--- config.mk ---
export PLATFORM = sky130hd
export DESIGN_NAME = escaped_length_deframer
export DESIGN_NICKNAME = d
export VERILOG_FILES = /design/src/design/eld_pkg.sv /design/src/design/escaped_length_deframer.sv
export SDC_FILE = /design/constraint.sdc
export NUM_CORES = 1
export LEC_CHECK = 0
export BUFFER_PORTS_ARGS = -buffer_cell sky130_fd_sc_hd__buf_2
export CORE_MARGIN = 2
export CORE_UTILIZATION = 26
export CTS_CLUSTER_SIZE = 10
export DETAILED_ROUTE_END_ITERATION = 6
export GPL_TIMING_DRIVEN = 0
export MAX_ROUTING_LAYER = met4
export PLACE_DENSITY = 0.44
export SETUP_SLACK_MARGIN = 0.02
export SYNTH_ARGS = -nofsm -noshare
export SYNTH_HDL_FRONTEND = slang
export SYNTH_SLANG_ARGS = --single-unit
--- constraint.sdc ---
create_clock -name clk -period 7.5 [get_ports clk]
set_input_delay 0.75 -clock clk [delete_from_list [all_inputs] [get_ports clk]]
set_output_delay 0.75 -clock clk [all_outputs]
set_load 0.01 [all_outputs]
--- src/design/eld_pkg.sv ---
// eld_pkg: types and register indexes for the escaped length deframer
// no dependencies
package eld_pkg;

  localparam int unsigned CFG_IDX_W = 2;
  localparam int unsigned CFG_DATA_W = 16;
  localparam int unsigned CNT_W = 17;

  localparam logic [CFG_IDX_W-1:0] REG_START_BYTE = 2'd0;
  localparam logic [CFG_IDX_W-1:0] REG_ESCAPE_BYTE = 2'd1;
  localparam logic [CFG_IDX_W-1:0] REG_ESCAPE_OFFSET = 2'd2;
  localparam logic [CFG_IDX_W-1:0] REG_MAX_PAYLOAD = 2'd3;

  typedef struct packed {
    logic [31:0] error_count;
    logic [15:0] packet_length;
    logic        packet_done;
    logic [15:0] payload_index;
    logic [7:0]  payload_byte;
    logic        payload_valid;
  } res_t;

endpackage

--- src/design/escaped_length_deframer.sv ---
// escaped_length_deframer: byte-stuffed, length-prefixed frame receiver
// each accepted request's result is registered in the output register, or in the skid
// entry when the output stalls; one request per cycle sustained while the skid entry is
// empty, the single-pass byte decode sets that figure; a two-entry output stage keeps accepting while a result waits
// reset (rst_n low, synchronous) clears frame state, error count and registers to defaults
// depends on eld_pkg
module escaped_length_deframer
  import eld_pkg::*;
(
  input  logic                  clk,
  input  logic                  rst_n,
  input  logic                  cfg_wr_en,
  input  logic [CFG_IDX_W-1:0]  cfg_index,
  input  logic [CFG_DATA_W-1:0] cfg_wdata,
  input  logic                  in_tvalid,
  output logic                  in_tready,
  input  logic [7:0]            in_tdata,   // rx_byte
  output logic                  out_tvalid,
  input  logic                  out_tready,
  output logic [71:0]           out_tdata,  // payload_byte, payload_index, packet_length, error_count
  output logic                  out_tlast,  // packet_done
  output logic                  out_tuser   // payload_valid
);

  logic [7:0]       start_byte_r;
  logic [7:0]       escape_byte_r;
  logic [7:0]       escape_offset_r;
  logic [15:0]      max_payload_r;

  logic             escape_pending_r, escape_pending_nxt;
  logic [CNT_W-1:0] received_count_r, received_count_nxt;
  logic [15:0]      length_value_r, length_value_nxt;
  logic             frame_in_error_r, frame_in_error_nxt;
  logic [31:0]      error_counter_r, error_counter_nxt;

  logic             out_valid_r;
  res_t             out_data_r;
  logic             skid_valid_r;
  res_t             skid_data_r;

  res_t             res;
  logic             in_accept;
  logic [7:0]       b;
  logic [15:0]      len_full;

  assign in_tready = !skid_valid_r;
  assign in_accept = in_tvalid && in_tready;

  always_comb begin
    escape_pending_nxt = escape_pending_r;
    received_count_nxt = received_count_r;
    length_value_nxt   = length_value_r;
    frame_in_error_nxt = frame_in_error_r;
    error_counter_nxt  = error_counter_r;
    res                = '0;
    b                  = in_tdata;
    len_full           = {in_tdata, length_value_r[7:0]};
    if (in_tdata == start_byte_r) begin
      if (received_count_r != '0) begin
        error_counter_nxt = error_counter_r + 32'd1;
      end
      received_count_nxt = '0;
      escape_pending_nxt = 1'b0;
      length_value_nxt   = '0;
      frame_in_error_nxt = 1'b0;
    end else if (in_tdata == escape_byte_r) begin
      escape_pending_nxt = 1'b1;
    end else begin
      if (escape_pending_r) begin
        b = in_tdata - escape_offset_r;
        escape_pending_nxt = 1'b0;
      end
      len_full = {b, length_value_r[7:0]};
      if (received_count_r == CNT_W'(0)) begin
        length_value_nxt   = {8'd0, b};
        received_count_nxt = CNT_W'(1);
      end else if (received_count_r == CNT_W'(1)) begin
        length_value_nxt   = len_full;
        received_count_nxt = CNT_W'(2);
        if (len_full > max_payload_r) begin
          frame_in_error_nxt = 1'b1;
          error_counter_nxt  = error_counter_r + 32'd1;
        end else if (len_full == 16'd0) begin
          res.packet_done    = 1'b1;
          received_count_nxt = '0;
        end
      end else if (!frame_in_error_r) begin
        res.payload_valid = 1'b1;
        res.payload_byte  = b;
        res.payload_index = 16'(received_count_r - CNT_W'(2));
        if (received_count_r - CNT_W'(1) == {1'b0, length_value_r}) begin
          res.packet_done    = 1'b1;
          received_count_nxt = '0;
        end else begin
          received_count_nxt = received_count_r + CNT_W'(1);
        end
      end
    end
    res.packet_length = length_value_nxt;
    res.error_count   = error_counter_nxt;
  end

  always_ff @(posedge clk) begin
    if (!rst_n) begin
      start_byte_r    <= 8'd126;
      escape_byte_r   <= 8'd125;
      escape_offset_r <= 8'd32;
      max_payload_r   <= 16'd1024;
    end else if (cfg_wr_en) begin
      unique case (cfg_index)
        REG_START_BYTE:    start_byte_r    <= cfg_wdata[7:0];
        REG_ESCAPE_BYTE:   escape_byte_r   <= cfg_wdata[7:0];
        REG_ESCAPE_OFFSET: escape_offset_r <= cfg_wdata[7:0];
        REG_MAX_PAYLOAD:   max_payload_r   <= cfg_wdata;
        default: ;
      endcase
    end
  end

  always_ff @(posedge clk) begin
    if (!rst_n) begin
      escape_pending_r <= 1'b0;
      received_count_r <= '0;
      length_value_r   <= '0;
      frame_in_error_r <= 1'b0;
      error_counter_r  <= '0;
    end else if (in_accept) begin
      escape_pending_r <= escape_pending_nxt;
      received_count_r <= received_count_nxt;
      length_value_r   <= length_value_nxt;
      frame_in_error_r <= frame_in_error_nxt;
      error_counter_r  <= error_counter_nxt;
    end
  end

  // output register with skid entry
  always_ff @(posedge clk) begin
    if (!rst_n) begin
      out_valid_r  <= 1'b0;
      skid_valid_r <= 1'b0;
    end else if (out_tready || !out_valid_r) begin
      if (skid_valid_r) begin
        out_valid_r  <= 1'b1;
        skid_valid_r <= 1'b0;
      end else begin
        out_valid_r <= in_accept;
      end
    end else if (in_accept) begin
      skid_valid_r <= 1'b1;
    end
  end

  always_ff @(posedge clk) begin
    if (out_tready || !out_valid_r) begin
      if (skid_valid_r) begin
        out_data_r <= skid_data_r;
      end else begin
        out_data_r <= res;
      end
    end else if (in_accept) begin
      skid_data_r <= res;
    end
  end

  assign out_tvalid = out_valid_r;
  assign out_tdata  = {out_data_r.error_count, out_data_r.packet_length,
                       out_data_r.payload_index, out_data_r.payload_byte};
  assign out_tlast  = out_data_r.packet_done;
  assign out_tuser  = out_data_r.payload_valid;

`ifndef SYNTH
  a_skid_implies_out: assert property (@(posedge clk) disable iff (!rst_n)
    skid_valid_r |-> out_valid_r)
    else $error("skid entry held without output entry");

  a_skid_fill_on_stall: assert property (@(posedge clk) disable iff (!rst_n)
    $rose(skid_valid_r) |-> $past(out_valid_r && !out_tready))
    else $error("skid entry filled while output was free");

  a_last_index: assert property (@(posedge clk) disable iff (!rst_n)
    (out_valid_r && out_data_r.packet_done && out_data_r.payload_valid) |->
      (out_data_r.payload_index + 16'd1 == out_data_r.packet_length))
    else $error("last payload byte index does not match length");

  a_count_bound: assert property (@(posedge clk) disable iff (!rst_n)
    (received_count_r > CNT_W'(2) && !frame_in_error_r) |->
      (received_count_r - CNT_W'(2) < {1'b0, length_value_r}))
    else $error("payload count ran past frame length");
`endif

endmodule
# Word level (Yosys, flattened, before mapping)
# Cells that the tools add are included.
# Widths: inputs -> output; s select.
[word_totals]
reg_bits = 257
in_bits = 31
out_inout_bits = 76
wordCells = 98
[classes]
addsub = 5
magnitude_cmp = 1
n_eq_ne = 10
n_mux = 39
n_bitwise = 2
n_reduce_logical = 18
[ops]
columns = ["op", "n"]
rows = [
  ["$mux 32", 6],
  ["$mux 26", 4],
  ["$mux 17", 6],
  ["$mux 74", 1],
  ["$mux 16", 4],
  ["$add 32x1->32 const B", 1],
  ["$mux 25", 1],
  ["$mux 8", 3],
  ["$add 17x1->17 const B", 1],
  ["$eq 17x1->1 const B", 1],
  ["$eq 17x16->1", 1],
  ["$logic_not 17->1", 1],
  ["$reduce_bool 17->1", 1],
  ["$sub 17x1->17 const B", 1],
  ["$eq 8x8->1", 2],
  ["$gt 16x16->1", 1],
  ["$logic_not 16->1", 1],
  ["$sub 16x2->16 const B", 1],
  ["$mux 1", 12],
  ["$reduce_and 2->1", 5],
  ["$sub 8x8->8", 1],
  ["$reduce_and 5->1", 1],
  ["$eq 2x2->1 const B", 2],
  ["$mux 2", 2],
  ["other kinds (11)", 15],
]

# Longest topological paths before layout
# Gate-level depths: netlist (run 1).
[depth]
word_depth = 12
mapped_depth = 19
mapped_depth_nobuf = 17

# Least setup slack after synthesis (run 1)
# No wires, ideal clock.
[synth_path]
kind = "input port to flip-flop"
from = "in out_tready"
to = "reg skid_data_r[0] (netlist name), enable pin"
setup_time_ns = 0.507
arrival_ns = 5.853
required_time_ns = 6.993
path_slack_ns = 1.140
cell_stages = 2
n_path_buf = 0
cell_sequence = "nand2b_1 nor2_1"
[synth_between]
elab_chain_len = 3
[synth_rtl]
columns = ["item", "line", "rtl"]
rows = [
  ["start, declared", "escaped_length_deframer.sv:19", "input logic out_tready,"],
  ["$logic_or 1x1->1", "escaped_length_deframer.sv:154", "if (out_tready || !out_valid_r) begin"],
  ["$not 1->1 (no line)", "n/a", ""],
  ["$reduce_and 2->1 (no line)", "n/a", ""],
  ["end signal, assigned", "escaped_length_deframer.sv:161", "skid_data_r <= res;"],
  ["end, declared", "escaped_length_deframer.sv:39", "res_t skid_data_r;"],
]
# Every way passes these cells.
# A chain may end at the register's enable or synchronous reset.

# Final worst setup path (run 1)
[layout_path]
from = "reg escape_offset_r[1]"
to = "reg error_counter_r[0]"
[layout_between]
elab_chain_len = 10
[layout_rtl]
columns = ["item", "line", "rtl"]
rows = [
  ["start, declared", "escaped_length_deframer.sv:27", "logic [7:0] escape_offset_r;"],
  ["start signal, assigned", "escaped_length_deframer.sv:113", "REG_ESCAPE_OFFSET: escape_offset_r <= cfg_wdata[7:0];"],
  ["$sub 8x8->8", "escaped_length_deframer.sv:70", "b = in_tdata - escape_offset_r;"],
  ["$mux 8", "escaped_length_deframer.sv:69", "if (escape_pending_r) begin"],
  ["$mux 8", "escaped_length_deframer.sv:66", "end else if (in_tdata == escape_byte_r) begin"],
  ["$mux 8", "escaped_length_deframer.sv:58", "if (in_tdata == start_byte_r) begin"],
  ["$gt 16x16->1", "escaped_length_deframer.sv:80", "if (len_full > max_payload_r) begin"],
  ["$mux 32", "escaped_length_deframer.sv:80", ""],
  ["$mux 32", "escaped_length_deframer.sv:77", "end else if (received_count_r == CNT_W'(1)) begin"],
  ["$mux 32", "escaped_length_deframer.sv:74", "if (received_count_r == CNT_W'(0)) begin"],
  ["$mux 32", "escaped_length_deframer.sv:66", ""],
  ["$mux 32", "escaped_length_deframer.sv:58", ""],
  ["end signal, assigned", "escaped_length_deframer.sv:132", "error_counter_r <= error_counter_nxt;"],
  ["end, declared", "escaped_length_deframer.sv:34", "logic [31:0] error_counter_r, error_counter_nxt;"],
]
# Every way passes these cells. The select of a mux whose other input is x is not followed.

==> flow_metrics.tcl, run 1 <==
set metrics [dict create \
    final_area_mm2 0.0154 \
    clk_pin_slew_ps 60 \
    worstHoldEndpoint "max_payload_r[13]$_SDFFE_PN0P_" \
    final_cell_mix "nand2_1 (213), edfxtp_1 (148), nor2_1 (118)" \
    grt_pass1_vias 10000 \
    fin_nets 1576 \
    crit_path_max_fanout 10 \
    arrival_ps 5940 \
    reg2reg_depth 16 \
    postCtsSetupBuffers 0 \
    final_common_cell "nand2_1" \
    use_met3_pct 2.67 \
    worstReg2RegStart "escape_offset_r[1]$_SDFFE_PN0P_" \
    routed_wirelength_mm 38.5 \
    antenna_found_initial 1 \
    worstMarginPinSlew_ps 1260 \
    cts_tree "built" \
    synth-main-ff-cell "edfxtp_1" \
    yosysUniqueCellTypes 73 \
    drc 0 \
    cp-start-kind "register" \
    use_met1_pct 21.6 \
    rsz0062_at_grt "no" \
    vias 10500 \
    utilization_pct 31.4 \
    overflow 0 \
    ctsResizeCount 0 \
    die_w_um 227 \
    drtIter0Drc 721 \
    ys_seq_elements 257 \
    syn-instance-count 1370 \
    hold_depth 3 \
    clkLatencyLatePin_ps 550 \
    hp-start "cfg_wdata[13]" \
    p_per_area_mw_per_mm2 235 \
    maxSlewViolCount 0 \
    dieArea_mm2 0.0515 \
    portBuffers 105 \
    drv_cap 0 \
    clock_skew_ps 36.0 \
    grtUsageTotal_pct 15.5 \
    fillCellCount 5219 \
    fin_crit_ps 5530 \
    grt_max_degree 46 \
    clockBufferDepth 3 \
    grt.busiest_layer "met2" \
    core_area_mm2 0.0491 \
    ys.warnings.count 0 \
    finalHoldViolations 0 \
    use_met2_pct 22.8 \
    relSlewSlack_pct 15.4 \
    r2r_end "error_counter_r[0]$_SDFFE_PN0P_" \
    drive_gt1_share_pct 13.6 \
    ir_worst_vdd_mv 0.136 \
    fmax_mhz 181 \
    cts_hold_buf 0 \
    initial_core_util_pct 26.4 \
    cts_sinks 257 \
    leakage_nw 5.75 \
    required_ps 7910 \
    synth_edf_count 148 \
    status "finished clean" \
    finalSetupViolations 0 \
    row_count 81 \
    htreeDepth 2 \
    dpl_cell_area_mm2 0.0144 \
    grt_first_pass_wirelength_mm 59.3 \
    dr.pass1.iters 6 \
    clockRootBuffer "clkbuf_16" \
    globalplace.congestion 0.843 \
    synth-seq-area-share_pct 51.2 \
    area_growth_pct 19.0 \
    r2r_slack_ps 1970 \
    avgSynthCellArea_um2 9.44 \
    hp-class "in2reg" \
    numCtsBuffers 34 \
    ant_nets 0 \
    fp.dieH_um 227 \
    crit_type "reg2reg" \
    endpoint_kind "register" \
    hpwlAfterDp_mm 28.0 \
    route.detailed.wl_per_inst_um 17.5 \
    syn_area_mm2 0.0129 \
    pin_count 107 \
    synth_nets 1432 \
    async_reset_ff_share_pct 0 \
    viasPerCell 4.74 \
    fin_crit_sh_pct 73.7 \
]
[how the worst max path moves through the flow]
stage / startpoint / endpoint / slack, ps / depth (start not counted)
after floorplan: out_tready / skid_data_r[0]$_DFFE_PP_ / 1140 / 2
after global placement: out_tready / skid_data_r[21]$_DFFE_PP_ / -2860 / 3
after detailed placement: in_tdata[1] / error_counter_r[0]$_SDFFE_PN0P_ / 1440 / 16
after CTS: escape_offset_r[1]$_SDFFE_PN0P_ / error_counter_r[0]$_SDFFE_PN0P_ / 1980 / 16
after global routing: in_tdata[0] / error_counter_r[10]$_SDFFE_PN0P_ / 1600 / 20
final: escape_offset_r[1]$_SDFFE_PN0P_ / error_counter_r[0]$_SDFFE_PN0P_ / 1970 / 16
[sequential cells by signal (all words and copies together), names as in the netlist]
register          flops
skid_data_r          74
start_byte_r          8
escape_offset_r       8
skid_valid_r          1
out_tuser             1
error_counter_r      32
escape_pending_r      1
frame_in_error_r      1
length_value_r       16
received_count_r     17
escape_byte_r         8
max_payload_r        16
out_tdata            72
out_tlast             1
out_tvalid            1
[critical path: stages (launching register included)]
cell	delay, ps
dfxtp_1	330
inv_1	70
ha_1	260
nor2b_1	200
o2111ai_1	180
and4_1	230
o31ai_1	1020
ha_1	420
nand4_1	140
nor3_1	90
o21ai_0	90
o211ai_1	260
a32oi_1	910
clkbuf_1	520
clkbuf_1	420
xor2_1	190
nor2_1	50
[cells in the mapped netlist, types with 5 or more instances]
cell type    n  area share, %
buf_1        7           0.20
and4_1       5           0.34
nor3_1      20           0.77
nor2_1     119            3.5
xnor2_1     48            3.3
ha_1        30            2.9
dfxtp_1    109             17
or3_2        8           0.46
nand4_1     21            1.0
nor4_1      15           0.73
mux2_2      18            1.6
buf_2        8           0.31
a211oi_1     7           0.41
clkbuf_1    63            1.8
or2_2       10           0.48
a21oi_1     83            3.2
nand2_1    213            6.2
edfxtp_1   148             34
xor2_1      19            1.3
or3_1       54            2.6
and3_1       6           0.29
o21a_1       6           0.35
inv_1       52            1.5
a31oi_1     34            1.6
nand3_1     39            1.5
o31ai_1     28            1.6
mux2i_1     12           0.93
nand2b_1     6           0.29
o21ai_0     79            3.1
or4_1       16           0.93
o2111ai_1    5           0.34
o211ai_1     5           0.29
and2_1      14           0.68
[per-stage QoR]
step | hold WS, ps | std cells | TNS, ps | worst slack [ps] | power (mW)
after floorplan | 436 | 1370 | 0 | 1140 | 1.93
final | 448 | 2205 | 0 | 1970 | 3.61
after CTS | 419 | 2204 | 0 | 1980 | 3.67
after global routing | 449 | 2205 | 0 | 1600 | 3.78
after global placement | 444 | 2139 | -211270 | -2860 | 2.12
after detailed placement | 449 | 2142 | 0 | 1440 | 2.12
[layer usage]
| metal | up-vias | wire length, um |
|---|---|---|
| met1 | 4954 | 18900 |
| met4 | 0 | 944 |
| li1 | 5217 | - |
| met5 | - | 0 |
| met2 | 222 | 16700 |
| met3 | 60 | 1880 |
[area by class of cell]
type	count	area [um2]	area share [%]
flip-flops and latches	257	6630	43.1
multi-input cells	980	5800	37.7
clock buffers	50	921	5.98
well taps	664	831	5.40
repair buffers	108	586	3.81
plain buffers	79	314	2.04
inverters	54	203	1.32
clock inverters	12	101	0.659
diodes	1	2.50	0.0163
[logic make-up (layout without fill, tap and decap cells)]
kind of cell | count (synthesis) | in the layout | share of synthesized area, %
compound gates | 276 | 276 | 12.9
xor+xnor | 67 | 67 | 4.54
fa+ha+maj | 31 | 31 | 3.06
buf+inv | 133 | 303 | 4.00
flops | 257 | 257 | 51.2
mux | 30 | 30 | 2.50
other cells | 0 | 1 | 0
simple gates | 576 | 576 | 21.8
[where the power goes]
part | internal (mW) | leakage (nW) | switching, mW | total (mW)
registers | 1.58 | 2.41 | 0.0349 | 1.62
clock network | 0.890 | 0.492 | 0.635 | 1.53
logic | 0.165 | 2.84 | 0.301 | 0.467
Note: power is estimated with default switching activity, not from simulation.
==> run 2, diff against run 1 <==
ABC_AREA = 1   (was default)
clock period = 5.69 ns   (was 7.5 ns; I/O delays follow)
==> run 2 against run 1 <==
  * Register-to-register slack got worse by 770 ps
  * Flip-flop and latch count did not move
  * Maximum frequency rose by 23%
  * Sequential share of layout area fell by 1.5 points
  * Routed wire length rose by 7.8%
  * Clock power rose by 35%
  * Synthesized cell count rose by 19%
  * Power rose by 46%
  * Core utilization fell by 0.23 points
  * Via count rose by 7.9%
  * Die area rose by 3.9%
  * Critical path type unchanged
  * Critical endpoint is now out_tdata[41]$_DFFE_PP_
==> flow_metrics.tcl, run 2 <==
set metrics [dict create \
    route.detailed.wl_per_inst_um 16.7 \
    grt_max_degree 41 \
    worstMarginPinSlew_ps 1070 \
    finalHoldViolations 0 \
    postCtsSetupBuffers 0 \
    antenna_found_initial 0 \
    synth_common_cells "nand2_1 (372), inv_1 (211), nor2_1 (165), edfxtp_1 (148), o21ai_0 (116)" \
    routed_wirelength_mm 41.5 \
    maxSlewViolCount 0 \
    crit_chain "ha_1, inv_1, fa_1, xor2_1, o21ai_0, inv_1, ha_1, nand4_1, nor2_1, nand4_1, nand3_4, nand2_4, nand2_4, buf_6, nand2_1, o21ai_1, o21ai_0" \
    final_cell_mix "nand2_1 (372), inv_1 (210), nor2_1 (164)" \
    final_common_cell "nand2_1" \
    required_ps 5920 \
    clockBufferDepth 3 \
    ys_top_cells_by_area "edfxtp_1 (33%), dfxtp_1 (16%), nand2_1 (10%)" \
    syn_area_mm2 0.0134 \
    endpoint_kind "register" \
    ant_nets 0 \
    clockRootBuffer "clkbuf_16" \
    largest_reg_flops 74 \
    hp-class "in2reg" \
    async_reset_ff_share_pct 0 \
    slowest_delay_ps 830 \
    overflow 0 \
    cts_hold_buf 0 \
    yosys.area.top_type "edfxtp_1" \
    synth-main-ff-cell "edfxtp_1" \
    clk_pin_slew_ps 50 \
    globalplace.congestion 0.889 \
    die_w_um 231 \
    drv_cap 0 \
    worstHoldEndpoint "max_payload_r[10]$_SDFFE_PN1P_" \
    hp-start "cfg_wdata[10]" \
    arrival_ps 4720 \
    grtUsageTotal_pct 16.0 \
    grt_pass1_vias 10800 \
    ctsResizeCount 0 \
    fin_nets 1833 \
    drive_gt1_share_pct 13.1 \
    ir_worst_vdd_mv 0.160 \
    utilization_pct 31.1 \
    status "finished clean" \
    synth-seq-area-share_pct 49.3 \
    htreeDepth 2 \
    ys.warnings.count 0 \
    finalSetupViolations 0 \
    cp-start-kind "register" \
    critPathSlowestCell "o21ai_0" \
    relSlewSlack_pct 27.6 \
    synth_nets 1688 \
    hold_depth 3 \
    dpl.cell_count 2415 \
    synth_edf_count 148 \
    viasPerCell 4.56 \
    cts_sinks 257 \
    fin_crit_sh_pct 78.8 \
    fmax_mhz 223 \
    instances_no_fill 2477 \
    fp.dieH_um 231 \
    pin_count 107 \
    numCtsBuffers 34 \
    tns_ps 0 \
    row_count 83 \
    post-synth-top-count-cell "nand2_1" \
    r2r_end "out_tdata[41]$_DFFE_PP_" \
    yosys.area.top_type_share_pct 33.1 \
    clock_skew_ps 23.8 \
    worstReg2RegStart "escape_offset_r[0]$_SDFFE_PN0P_" \
    rsz0062_at_grt "no" \
    dpl_cell_area_mm2 0.0149 \
    vias 11300 \
    dieArea_mm2 0.0535 \
    clkLatencyLatePin_ps 550 \
    syn-instance-count 1626 \
    hpwlAfterDp_mm 31.0 \
    final_area_mm2 0.0159 \
    drtIter0Drc 680 \
    avgSynthCellArea_um2 8.27 \
    crit_path_max_fanout 10 \
    area_growth_pct 18.6 \
    largest-register "skid_data_r" \
    drc 0 \
    r2r_slack_ps 1210 \
    crit_type "reg2reg" \
    portBuffers 106 \
    grt_first_pass_wirelength_mm 63.5 \
    initial_core_util_pct 26.3 \
    fin_crit_ps 4480 \
    p_per_area_mw_per_mm2 331 \
    ys_seq_elements 257 \
    leakage_nw 7.01 \
    core_area_mm2 0.0512 \
    reg2reg_depth 17 \
    yosysUniqueCellTypes 57 \
    cts_tree "built" \
    dr.pass1.iters 5 \
]
==> run 2: cell count changes after synthesis, moves of 20 or more <==
cell     delta
o21ai_1    +20
o31ai_1    -26
nor2_1     +46
nand3_1    +33
xnor2_1    -39
nand2_1   +159
xor2_1     +29
or3_1      -54
inv_1     +159
a31oi_1    -21
o21ai_0    +37
==> run 2: cell type report <==
| cell class | count | area, um2 |
|---|---|---|
| inverters | 220 | 828 |
| multi-input cells | 1087 | 5710 |
| well taps | 680 | 851 |
| clock buffers | 54 | 956 |
| plain buffers | 62 | 292 |
| diodes | 1 | 2.50 |
| clock inverters | 7 | 91.3 |
| flip-flops and latches | 257 | 6630 |
| repair buffers | 109 | 591 |
| fillers | 5487 | 35300 |
==> run 2: logic make-up after synthesis <==
kind of cell	synth area share [%]
XOR/XNOR	3.96
AND/OR/NAND/NOR	23.9
buffers and inverters	8.31
AO/OA/AOI/OAI	11.6
adder cells (fa/ha/maj)	2.94
flip-flops	49.3
==> run 2: metal layers <==
layer  routed length [um]  GRT usage, %  up-vias
met2                19000          25.4      252
li1                     -             -     5636
met1                19500          20.9     5328
met3                 1830          2.69       68
met4                 1110          4.46        0
met5                    0             -        -
==> run 2: worst max-delay path by stage <==
| stage | start | endpoint | slack [ps] |
|---|---|---|---|
| 2_1_floorplan | out_tready | skid_data_r[0]$_DFFE_PP_ | 170 |
| 3_3_place_gp | out_tready | skid_data_r[5]$_DFFE_PP_ | -2900 |
| 3_5_place_dp | in_tdata[0] | out_tdata[41]$_DFFE_PP_ | 800 |
| 4_1_cts | escape_offset_r[0]$_SDFFE_PN0P_ | out_tdata[41]$_DFFE_PP_ | 1250 |
| 5_1_grt | escape_offset_r[0]$_SDFFE_PN0P_ | out_tdata[41]$_DFFE_PP_ | 970 |
| 6_report | escape_offset_r[0]$_SDFFE_PN0P_ | out_tdata[41]$_DFFE_PP_ | 1210 |
==> run 2: metrics by stage <==
| stage | setup slack, ps | power, mW | hold slack, ps |
|---|---|---|---|
| 3_5_place_dp | 796 | 3.26 | 454 |
| 2_1_floorplan | 171 | 2.88 | 433 |
| 5_1_grt | 965 | 5.54 | 284 |
| 4_1_cts | 1250 | 5.35 | 255 |
| 6_report | 1210 | 5.27 | 285 |
| 3_3_place_gp | -2900 | 3.26 | 448 |
==> run 2: power breakdown <==
part	leakage [nW]	internal (mW)	switching [mW]
sequential	2.41	2.17	0.0819
combinational	4.10	0.308	0.657
clock	0.498	1.21	0.850
total	7.01	3.68	1.59
==> run 2: worst max-delay path: cells and delay by family, from the launching register on <==
kind	cells	cell delay, ps
AOI/OAI and AO/OA	3	1170
and+or+nand+nor	7	1030
adders and majority gates	3	930
buffers and inverters	3	520
DFF	1	330
xor gates and xnor gates	1	160
